===== src/rtl/macd_pkg.sv =====
// Package for the MACD indicator stream: widths, register indexes, reset values and types.
`default_nettype none

package macd_pkg;

   // Price and result format.
   localparam int SAMPLE_WIDTH = 32;

   // Smoothing factors are unsigned Q1.16.
   localparam int ALPHA_FRAC  = 16;
   localparam int ALPHA_WIDTH = ALPHA_FRAC + 1;
   localparam logic [ALPHA_WIDTH-1:0] ALPHA_ONE = ALPHA_WIDTH'(1) << ALPHA_FRAC;

   // Sample counter and warm-up register.
   localparam int COUNT_WIDTH = 12;

   // Arithmetic widths of the shared EMA unit.
   localparam int DIFF_WIDTH = SAMPLE_WIDTH + 1;
   localparam int PROD_WIDTH = DIFF_WIDTH + ALPHA_WIDTH + 1;
   localparam int SUM_WIDTH  = PROD_WIDTH - ALPHA_FRAC + 1;

   // Configuration port.
   localparam int CSR_INDEX_WIDTH = 2;
   localparam int CSR_DATA_WIDTH  = ALPHA_WIDTH;

   typedef enum logic [CSR_INDEX_WIDTH-1:0] {
      CSR_SHORT_ALPHA  = 2'd0,
      CSR_LONG_ALPHA   = 2'd1,
      CSR_SIGNAL_ALPHA = 2'd2,
      CSR_WARMUP_INDEX = 2'd3
   } csr_index_type;

   localparam logic [ALPHA_WIDTH-1:0] SHORT_ALPHA_RESET  = ALPHA_WIDTH'(9830);
   localparam logic [ALPHA_WIDTH-1:0] LONG_ALPHA_RESET   = ALPHA_WIDTH'(4915);
   localparam logic [ALPHA_WIDTH-1:0] SIGNAL_ALPHA_RESET = ALPHA_WIDTH'(13107);
   localparam logic [COUNT_WIDTH-1:0] WARMUP_RESET       = COUNT_WIDTH'(25);

   typedef enum logic [8:0] {
      ST_IDLE      = 9'b000000001,
      ST_MUL_SHORT = 9'b000000010,
      ST_ADD_SHORT = 9'b000000100,
      ST_MUL_LONG  = 9'b000001000,
      ST_ADD_LONG  = 9'b000010000,
      ST_MACD      = 9'b000100000,
      ST_MUL_SIG   = 9'b001000000,
      ST_ADD_SIG   = 9'b010000000,
      ST_EMIT      = 9'b100000000
   } state_type;

   // Clamps a wide signed value into the sample range.
   function automatic logic signed [SAMPLE_WIDTH-1:0] sat_sample(
      input logic signed [SUM_WIDTH-1:0] v
   );
      logic signed [SUM_WIDTH-1:0] hi;
      logic signed [SUM_WIDTH-1:0] lo;
      hi = '0;
      hi[SAMPLE_WIDTH-2:0] = '1;
      lo = '1;
      lo[SAMPLE_WIDTH-2:0] = '0;
      if (v > hi) begin
         sat_sample = hi[SAMPLE_WIDTH-1:0];
      end else if (v < lo) begin
         sat_sample = lo[SAMPLE_WIDTH-1:0];
      end else begin
         sat_sample = v[SAMPLE_WIDTH-1:0];
      end
   endfunction

endpackage

`default_nettype wire


===== src/rtl/macd_indicator_stream.sv =====
// Top level of the MACD indicator stream: sequencer, shared EMA unit and state.
`default_nettype none

// MACD indicator over a stream of signed Q16.16 prices. A transfer with
// series_start set seeds the short and long averages with its price and
// gives no result; the block stays idle and ready. Every other sample updates both
// averages and forms the MACD line; samples before the warm-up index give
// no result and keep the block busy through the short and long EMA steps and
// the MACD step. From the warm-up index on, each sample also updates the signal
// average and gives one result (MACD, signal, histogram), and a new sample is
// not taken until the block is through with the last one. The pace is
// set by the single multiplier and adder pair that all three EMA updates
// share, one multiply step and one accumulate step per average. The result
// sits in an output register, so a stalled result does not hold off the
// next sample until that sample's own result is ready.
module macd_indicator_stream (
   input  wire                                          clock,
   input  wire                                          reset,
   input  wire                                          req_valid,
   output logic                                         req_ready,
   input  wire  signed [macd_pkg::SAMPLE_WIDTH-1:0]     req_price_sample,
   input  wire                                          req_series_start,
   output logic                                         rsp_valid,
   input  wire                                          rsp_ready,
   output logic signed [macd_pkg::SAMPLE_WIDTH-1:0]     rsp_macd_value,
   output logic signed [macd_pkg::SAMPLE_WIDTH-1:0]     rsp_signal_value,
   output logic signed [macd_pkg::SAMPLE_WIDTH-1:0]     rsp_hist_value,
   input  wire                                          csr_write,
   input  wire         [macd_pkg::CSR_INDEX_WIDTH-1:0]  csr_index,
   input  wire         [macd_pkg::CSR_DATA_WIDTH-1:0]   csr_wdata
);

   localparam int SW = macd_pkg::SAMPLE_WIDTH;
   localparam int AW = macd_pkg::ALPHA_WIDTH;
   localparam int CW = macd_pkg::COUNT_WIDTH;
   localparam int DW = macd_pkg::DIFF_WIDTH;
   localparam int PW = macd_pkg::PROD_WIDTH;
   localparam int UW = macd_pkg::SUM_WIDTH;
   localparam int AF = macd_pkg::ALPHA_FRAC;

   // Configuration registers.
   logic [AW-1:0] short_alpha_ff, short_alpha_in;
   logic [AW-1:0] long_alpha_ff, long_alpha_in;
   logic [AW-1:0] signal_alpha_ff, signal_alpha_in;
   logic [CW-1:0] warmup_ff, warmup_in;

   // Sequencer and series state.
   macd_pkg::state_type state_ff, state_in;
   logic signed [SW-1:0] sample_ff, sample_in;
   logic signed [SW-1:0] short_avg_ff, short_avg_in;
   logic signed [SW-1:0] long_avg_ff, long_avg_in;
   logic signed [SW-1:0] signal_avg_ff, signal_avg_in;
   logic signed [SW-1:0] macd_ff, macd_in;
   logic [CW-1:0]        count_ff, count_in;
   logic signed [PW-1:0] prod_ff, prod_in;

   // Output register.
   logic                 rsp_valid_ff, rsp_valid_in;
   logic signed [SW-1:0] rsp_macd_ff, rsp_macd_in;
   logic signed [SW-1:0] rsp_signal_ff, rsp_signal_in;
   logic signed [SW-1:0] rsp_hist_ff, rsp_hist_in;

   // Shared unit signals.
   logic signed [SW-1:0] op_x;
   logic signed [SW-1:0] op_avg;
   logic [AW-1:0]        op_alpha_raw;
   logic [AW-1:0]        op_alpha;
   logic signed [DW-1:0] mul_diff;
   logic signed [PW-1:0] rnd_sum;
   logic signed [UW-1:0] acc_sum;
   logic signed [SW-1:0] acc_sat;
   logic signed [SW-1:0] sub_a;
   logic signed [SW-1:0] sub_b;
   logic signed [SW-1:0] sub_sat;
   logic [CW-1:0]        warm;
   logic [CW-1:0]        count_next;
   logic                 req_xfer;
   logic                 out_free;

   assign req_ready = (state_ff == macd_pkg::ST_IDLE);
   assign req_xfer  = req_valid && req_ready;
   assign out_free  = !rsp_valid_ff || rsp_ready;
   assign warm      = (warmup_ff == '0) ? CW'(1) : warmup_ff;
   assign count_next = count_ff + CW'(1);

   // Operand selection for the shared multiply and accumulate.
   always_comb begin
      op_x         = sample_ff;
      op_avg       = short_avg_ff;
      op_alpha_raw = short_alpha_ff;
      if (state_ff inside {macd_pkg::ST_MUL_LONG, macd_pkg::ST_ADD_LONG}) begin
         op_avg       = long_avg_ff;
         op_alpha_raw = long_alpha_ff;
      end else if (state_ff inside {macd_pkg::ST_MUL_SIG, macd_pkg::ST_ADD_SIG}) begin
         op_x         = macd_ff;
         op_avg       = signal_avg_ff;
         op_alpha_raw = signal_alpha_ff;
      end
   end

   // A factor above one acts as exactly one.
   assign op_alpha = (op_alpha_raw > macd_pkg::ALPHA_ONE) ? macd_pkg::ALPHA_ONE : op_alpha_raw;

   assign mul_diff = DW'(op_x) - DW'(op_avg);
   assign prod_in  = $signed({{(PW-DW){mul_diff[DW-1]}}, mul_diff})
                   * $signed({{(PW-AW){1'b0}}, op_alpha});

   // Round half up: add one half, then floor by the arithmetic shift.
   assign rnd_sum = prod_ff + (PW'(1) <<< (AF-1));
   assign acc_sum = UW'(op_avg) + UW'($signed(rnd_sum[PW-1:AF]));
   assign acc_sat = macd_pkg::sat_sample(acc_sum);

   // Saturating subtract shared by the MACD line and the histogram.
   always_comb begin
      sub_a = short_avg_ff;
      sub_b = long_avg_ff;
      if (state_ff == macd_pkg::ST_EMIT) begin
         sub_a = macd_ff;
         sub_b = signal_avg_ff;
      end
   end
   assign sub_sat = macd_pkg::sat_sample(UW'(sub_a) - UW'(sub_b));

   // Configuration writes.
   always_comb begin
      short_alpha_in  = short_alpha_ff;
      long_alpha_in   = long_alpha_ff;
      signal_alpha_in = signal_alpha_ff;
      warmup_in       = warmup_ff;
      if (csr_write) begin
         case (macd_pkg::csr_index_type'(csr_index))
            macd_pkg::CSR_SHORT_ALPHA:  short_alpha_in  = csr_wdata;
            macd_pkg::CSR_LONG_ALPHA:   long_alpha_in   = csr_wdata;
            macd_pkg::CSR_SIGNAL_ALPHA: signal_alpha_in = csr_wdata;
            macd_pkg::CSR_WARMUP_INDEX: warmup_in       = csr_wdata[CW-1:0];
            default: ;
         endcase
      end
   end

   // Sequencer.
   always_comb begin
      state_in      = state_ff;
      sample_in     = sample_ff;
      short_avg_in  = short_avg_ff;
      long_avg_in   = long_avg_ff;
      signal_avg_in = signal_avg_ff;
      macd_in       = macd_ff;
      count_in      = count_ff;
      rsp_valid_in  = rsp_valid_ff && !rsp_ready;
      rsp_macd_in   = rsp_macd_ff;
      rsp_signal_in = rsp_signal_ff;
      rsp_hist_in   = rsp_hist_ff;
      case (state_ff)
         macd_pkg::ST_IDLE: begin
            if (req_xfer) begin
               sample_in = req_price_sample;
               if (req_series_start) begin
                  short_avg_in  = req_price_sample;
                  long_avg_in   = req_price_sample;
                  signal_avg_in = '0;
                  count_in      = '0;
               end else begin
                  state_in = macd_pkg::ST_MUL_SHORT;
               end
            end
         end
         macd_pkg::ST_MUL_SHORT: state_in = macd_pkg::ST_ADD_SHORT;
         macd_pkg::ST_ADD_SHORT: begin
            short_avg_in = acc_sat;
            state_in     = macd_pkg::ST_MUL_LONG;
         end
         macd_pkg::ST_MUL_LONG: state_in = macd_pkg::ST_ADD_LONG;
         macd_pkg::ST_ADD_LONG: begin
            long_avg_in = acc_sat;
            state_in    = macd_pkg::ST_MACD;
         end
         macd_pkg::ST_MACD: begin
            macd_in  = sub_sat;
            state_in = macd_pkg::ST_MUL_SIG;
            if (count_ff < warm) begin
               count_in = count_next;
               if (count_next != warm) begin
                  state_in = macd_pkg::ST_IDLE;
               end else begin
                  // The warm-up sample seeds the signal average with the MACD line.
                  signal_avg_in = sub_sat;
               end
            end
         end
         macd_pkg::ST_MUL_SIG: state_in = macd_pkg::ST_ADD_SIG;
         macd_pkg::ST_ADD_SIG: begin
            signal_avg_in = acc_sat;
            state_in      = macd_pkg::ST_EMIT;
         end
         macd_pkg::ST_EMIT: begin
            if (out_free) begin
               rsp_valid_in  = 1'b1;
               rsp_macd_in   = macd_ff;
               rsp_signal_in = signal_avg_ff;
               rsp_hist_in   = sub_sat;
               state_in      = macd_pkg::ST_IDLE;
            end
         end
         default: state_in = macd_pkg::ST_IDLE;
      endcase
   end

   always_ff @(posedge clock) begin
      if (reset) begin
         short_alpha_ff  <= macd_pkg::SHORT_ALPHA_RESET;
         long_alpha_ff   <= macd_pkg::LONG_ALPHA_RESET;
         signal_alpha_ff <= macd_pkg::SIGNAL_ALPHA_RESET;
         warmup_ff       <= macd_pkg::WARMUP_RESET;
         state_ff        <= macd_pkg::ST_IDLE;
         short_avg_ff    <= '0;
         long_avg_ff     <= '0;
         signal_avg_ff   <= '0;
         count_ff        <= '0;
         rsp_valid_ff    <= 1'b0;
      end else begin
         short_alpha_ff  <= short_alpha_in;
         long_alpha_ff   <= long_alpha_in;
         signal_alpha_ff <= signal_alpha_in;
         warmup_ff       <= warmup_in;
         state_ff        <= state_in;
         short_avg_ff    <= short_avg_in;
         long_avg_ff     <= long_avg_in;
         signal_avg_ff   <= signal_avg_in;
         count_ff        <= count_in;
         rsp_valid_ff    <= rsp_valid_in;
      end
   end

   always_ff @(posedge clock) begin
      sample_ff     <= sample_in;
      macd_ff       <= macd_in;
      prod_ff       <= prod_in;
      rsp_macd_ff   <= rsp_macd_in;
      rsp_signal_ff <= rsp_signal_in;
      rsp_hist_ff   <= rsp_hist_in;
   end

   assign rsp_valid        = rsp_valid_ff;
   assign rsp_macd_value   = rsp_macd_ff;
   assign rsp_signal_value = rsp_signal_ff;
   assign rsp_hist_value   = rsp_hist_ff;

   // A result only appears when the sequencer leaves the emit step.
   assert property (@(posedge clock) disable iff (reset)
      $rose(rsp_valid) |-> $past(state_ff == macd_pkg::ST_EMIT))
      else $error("result appeared without an emit step");

   // A sample that continues a series always starts with the short EMA multiply.
   assert property (@(posedge clock) disable iff (reset)
      req_valid && req_ready && !req_series_start |=> state_ff == macd_pkg::ST_MUL_SHORT)
      else $error("sample transfer did not start the EMA sequence");

   // A series start seeds both averages alike and clears the signal average.
   assert property (@(posedge clock) disable iff (reset)
      req_valid && req_ready && req_series_start
      |=> short_avg_ff == long_avg_ff && signal_avg_ff == '0 && count_ff == '0)
      else $error("series start did not seed the averages");

endmodule

`default_nettype wire


===== config.mk =====
export PLATFORM = sky130hd
export DESIGN_NAME = macd_indicator_stream
export DESIGN_NICKNAME = d
export VERILOG_FILES = /design/src/rtl/macd_pkg.sv /design/src/rtl/macd_indicator_stream.sv
export SDC_FILE = /design/constraint.sdc
export NUM_CORES = 2
export LEC_CHECK = 0
export ABC_CLOCK_PERIOD_IN_PS = 17150
export BUFFER_PORTS_ARGS = -buffer_cell sky130_fd_sc_hd__buf_2
export CAP_MARGIN = 30
export CORE_MARGIN = 3
export CORE_UTILIZATION = 35
export DETAILED_ROUTE_END_ITERATION = 7
export PLACE_DENSITY = 0.46
export SYNTH_ARGS = -nofsm -noshare
export SYNTH_HDL_FRONTEND = slang
export SYNTH_SLANG_ARGS = --single-unit

===== constraint.sdc =====
create_clock -name clock -period 17.15 [get_ports clock]
set_input_delay 1.715 -clock clock [delete_from_list [all_inputs] [get_ports clock]]
set_output_delay 1.715 -clock clock [all_outputs]
set_load 0.1 [all_outputs]

==> flow_metrics.tcl <==
set metrics [dict create \
    diodes 0 \
    min_period_over_period_pct 69.7 \
    grt_pass1_vias 33200 \
    crit_arrival_ps 12420 \
    port_buffers 154 \
    period_minus_slack_ps 11950 \
    num_vias 32500 \
    ys_dominant_reg_cell "dfxtp_1" \
    fillers 11800 \
    ys_ff_latch 377 \
    grt_max_degree 79 \
    synth_mux_area_share_pct 2.64 \
    num_rows 124 \
    ant_nets 0 \
    startpoint_type "register" \
    relSlewSlack_pct 28.6 \
    postCtsSetupRepairBufs 0 \
    synth-edff-count 160 \
    crit_fanout 55 \
    initial_utilization_pct 35.3 \
    post-route-drc-count 0 \
    gp_congestion 0.902 \
    status "complete, no violations" \
    path_common_cell "fa_1" \
    hold_path_class "register to register" \
    setup_viol 0 \
    cp_slowest_cell "buf_4" \
    cts.path.max_buffers 3 \
    synth_fp_nets 5452 \
    htree_levels 2 \
    grt_overflow 0 \
    synthXorXnorAreaFrac_pct 4.37 \
    synth_top_family_by_area "adder cells" \
    synthCells 4631 \
    core-area_mm2 0.115 \
    die_x_um 346 \
    area_growth_pct 11.0 \
    cts_tree "yes" \
    cts-buffers-inserted 44 \
    grt_usage_pct 23.1 \
    ys_seq_area_share_pct 22.6 \
    slowest_delay_ps 780 \
    cts_resized 0 \
    chipHeight_um 346 \
    syn_area_mm2 0.0405 \
    yosysWarnings 0 \
    multi_input_area_mm2 0.0281 \
    wl_per_cell_um 22.1 \
    ys_types 80 \
    clock_skew_ps 21.8 \
    synth_fa_ha_area_share_pct 33.7 \
    antenna_found_initial 1 \
    hold_viol_final 0 \
    firstDrtPassIters 6 \
    ioPinCount 155 \
    critical-path-top-delay-family "adder cells" \
    critPathRequiredTime_ps 17630 \
    avgSynthCellArea_um2 8.74 \
    fin_util_pct 39.2 \
    grt_pass1_wl_mm 212 \
    avgViaCountPerCell 5.17 \
    hold_buffers 0 \
    drtIter0Drc 2073 \
    root_buffer "clkbuf_16" \
    post-dp-hpwl_mm 110 \
    finalMaxSlewViolations 0 \
    tns_ps 0 \
    cts_sinks 377 \
    maxCapViolCount 0 \
    worst_pin_slew_ps 1060 \
    end_kind "register" \
    seqCellArea_mm2 0.00915 \
    crit_type "register to register" \
    die_area_mm2 0.120 \
    clk_pin_slew_ps 60 \
    postRouteWirelength_mm 139 \
    rsz0062_at_grt "no" \
    path_buf_inv 7 \
    drive_gt1_share_pct 9.21 \
    worstSkewPairLatency_ps 600 \
    synth_compound_area_share_pct 11.7 \
    fmax_mhz 83.7 \
    nNetsFinal 5561 \
    synthArstFlopShare_pct 0 \
    yosys.area_share.simple_pct 16.6 \
]
[worst reg2reg max path: cells and delay by family (launching register included)]
family | cells | cell delay, ps
compound gates | 11 | 3080
xor+xnor | 1 | 740
fa+ha+maj | 8 | 3790
buf+inv | 7 | 1670
flops | 1 | 510
mux | 1 | 160
simple gates | 11 | 1900
[worst paths after layout]
check	start	to	slack, ps	cells past startpoint
worst max register to register	state_ff[0]$_SDFFE_PP1P_	prod_ff[50]$_DFF_P_	5200	39
worst min register to register	long_alpha_ff[13]$_SDFFE_PP0P_	long_alpha_ff[13]$_SDFFE_PP0P_	450	2
worst max-delay path	state_ff[0]$_SDFFE_PP1P_	prod_ff[50]$_DFF_P_	5200	39
worst min-delay path	long_alpha_ff[13]$_SDFFE_PP0P_	long_alpha_ff[13]$_SDFFE_PP0P_	450	2
[metal layers]
metal / vias up / routed length, um / track usage [%]
met5: - / 0 / 0
met4: 0 / 3490 / 5.70
met3: 146 / 6570 / 2.06
met2: 868 / 64600 / 38.2
met1: 16300 / 64500 / 32.8
li1: 15200 / - / -
[synthesized netlist by cell type (22+ instances only)]
library cell | count | area, um2
nand2_1 | 746 | 2800
inv_1 | 699 | 2620
fa_1 | 537 | 10800
nor2_1 | 398 | 1490
a21oi_1 | 271 | 1360
ha_1 | 227 | 2840
dfxtp_1 | 217 | 4340
clkbuf_1 | 182 | 683
edfxtp_1 | 160 | 4800
xnor2_1 | 135 | 1180
o21ai_0 | 104 | 521
a21o_1 | 91 | 683
nand3_1 | 83 | 415
mux2i_1 | 72 | 721
xor2_1 | 65 | 569
nor3_1 | 61 | 305
and3_1 | 42 | 263
and2_1 | 34 | 213
mux2_2 | 31 | 349
nand3b_1 | 29 | 218
nor2b_1 | 28 | 175
a22oi_1 | 27 | 203
o21a_1 | 27 | 203
nand2b_1 | 26 | 163
o22ai_1 | 24 | 150
a211oi_1 | 23 | 173
nand4_1 | 23 | 144
o21bai_1 | 22 | 165
[sequential cells by signal (all words and copies together) (netlist names), 32 cells and up]
name	cells
rsp_signal_value	32
prod_ff	36
macd_ff	32
rsp_macd_value	32
rsp_hist_value	32
short_avg_ff	32
sample_ff	32
long_avg_ff	32
signal_avg_ff	32
[stage by stage]
step                setup slack, ps  cells  cell area (um2)  hold slack [ps]
floorplan                      7040   4631            40500              433
global placement               5100   6196            43300              441
detailed placement             5280   6205            43400              444
CTS                            5240   6287            44900              453
global route                   4380   6288            44900              469
finish                         5200   6288            44900              453
[cell families after synthesis]
family / after synthesis
compound gates: 741
mux: 103
simple gates: 1543
xor+xnor: 201
fa+ha+maj: 768
flops: 377
buf+inv: 898
[layout make-up]
type | count | area share [%]
tap | 1512 | 4.21
clock inverter | 24 | 0.652
inverter | 699 | 5.84
sequential | 377 | 20.4
timing repair buffer | 262 | 3.60
clock buffer | 58 | 2.75
multi-input combinational | 3356 | 62.6
[placed cells by master, fill, tap and decap left out, types with 24 or more instances in the layout]
cell type	Yosys	final
xor2_1	65	64
nor2b_1	28	27
clkbuf_16	0	46
o21ai_0	104	99
buf_2	8	154
nand2b_1	26	26
nor3_1	61	59
mux2i_1	72	71
a22oi_1	27	27
nor2_1	398	388
a21oi_1	271	269
nand3b_1	29	29
buf_4	1	105
a21o_1	91	91
o21a_1	27	27
o22ai_1	24	24
mux2_2	31	31
and2_1	34	33
inv_1	699	699
edfxtp_1	160	160
ha_1	227	227
and3_1	42	42
fa_1	537	537
xnor2_1	135	129
nand3_1	83	81
nand2_1	746	746
dfxtp_1	217	217
Power is left out: the tool's default activity adds up to more than one toggle a clock period on the data nets, which glitch-free logic cannot reach.
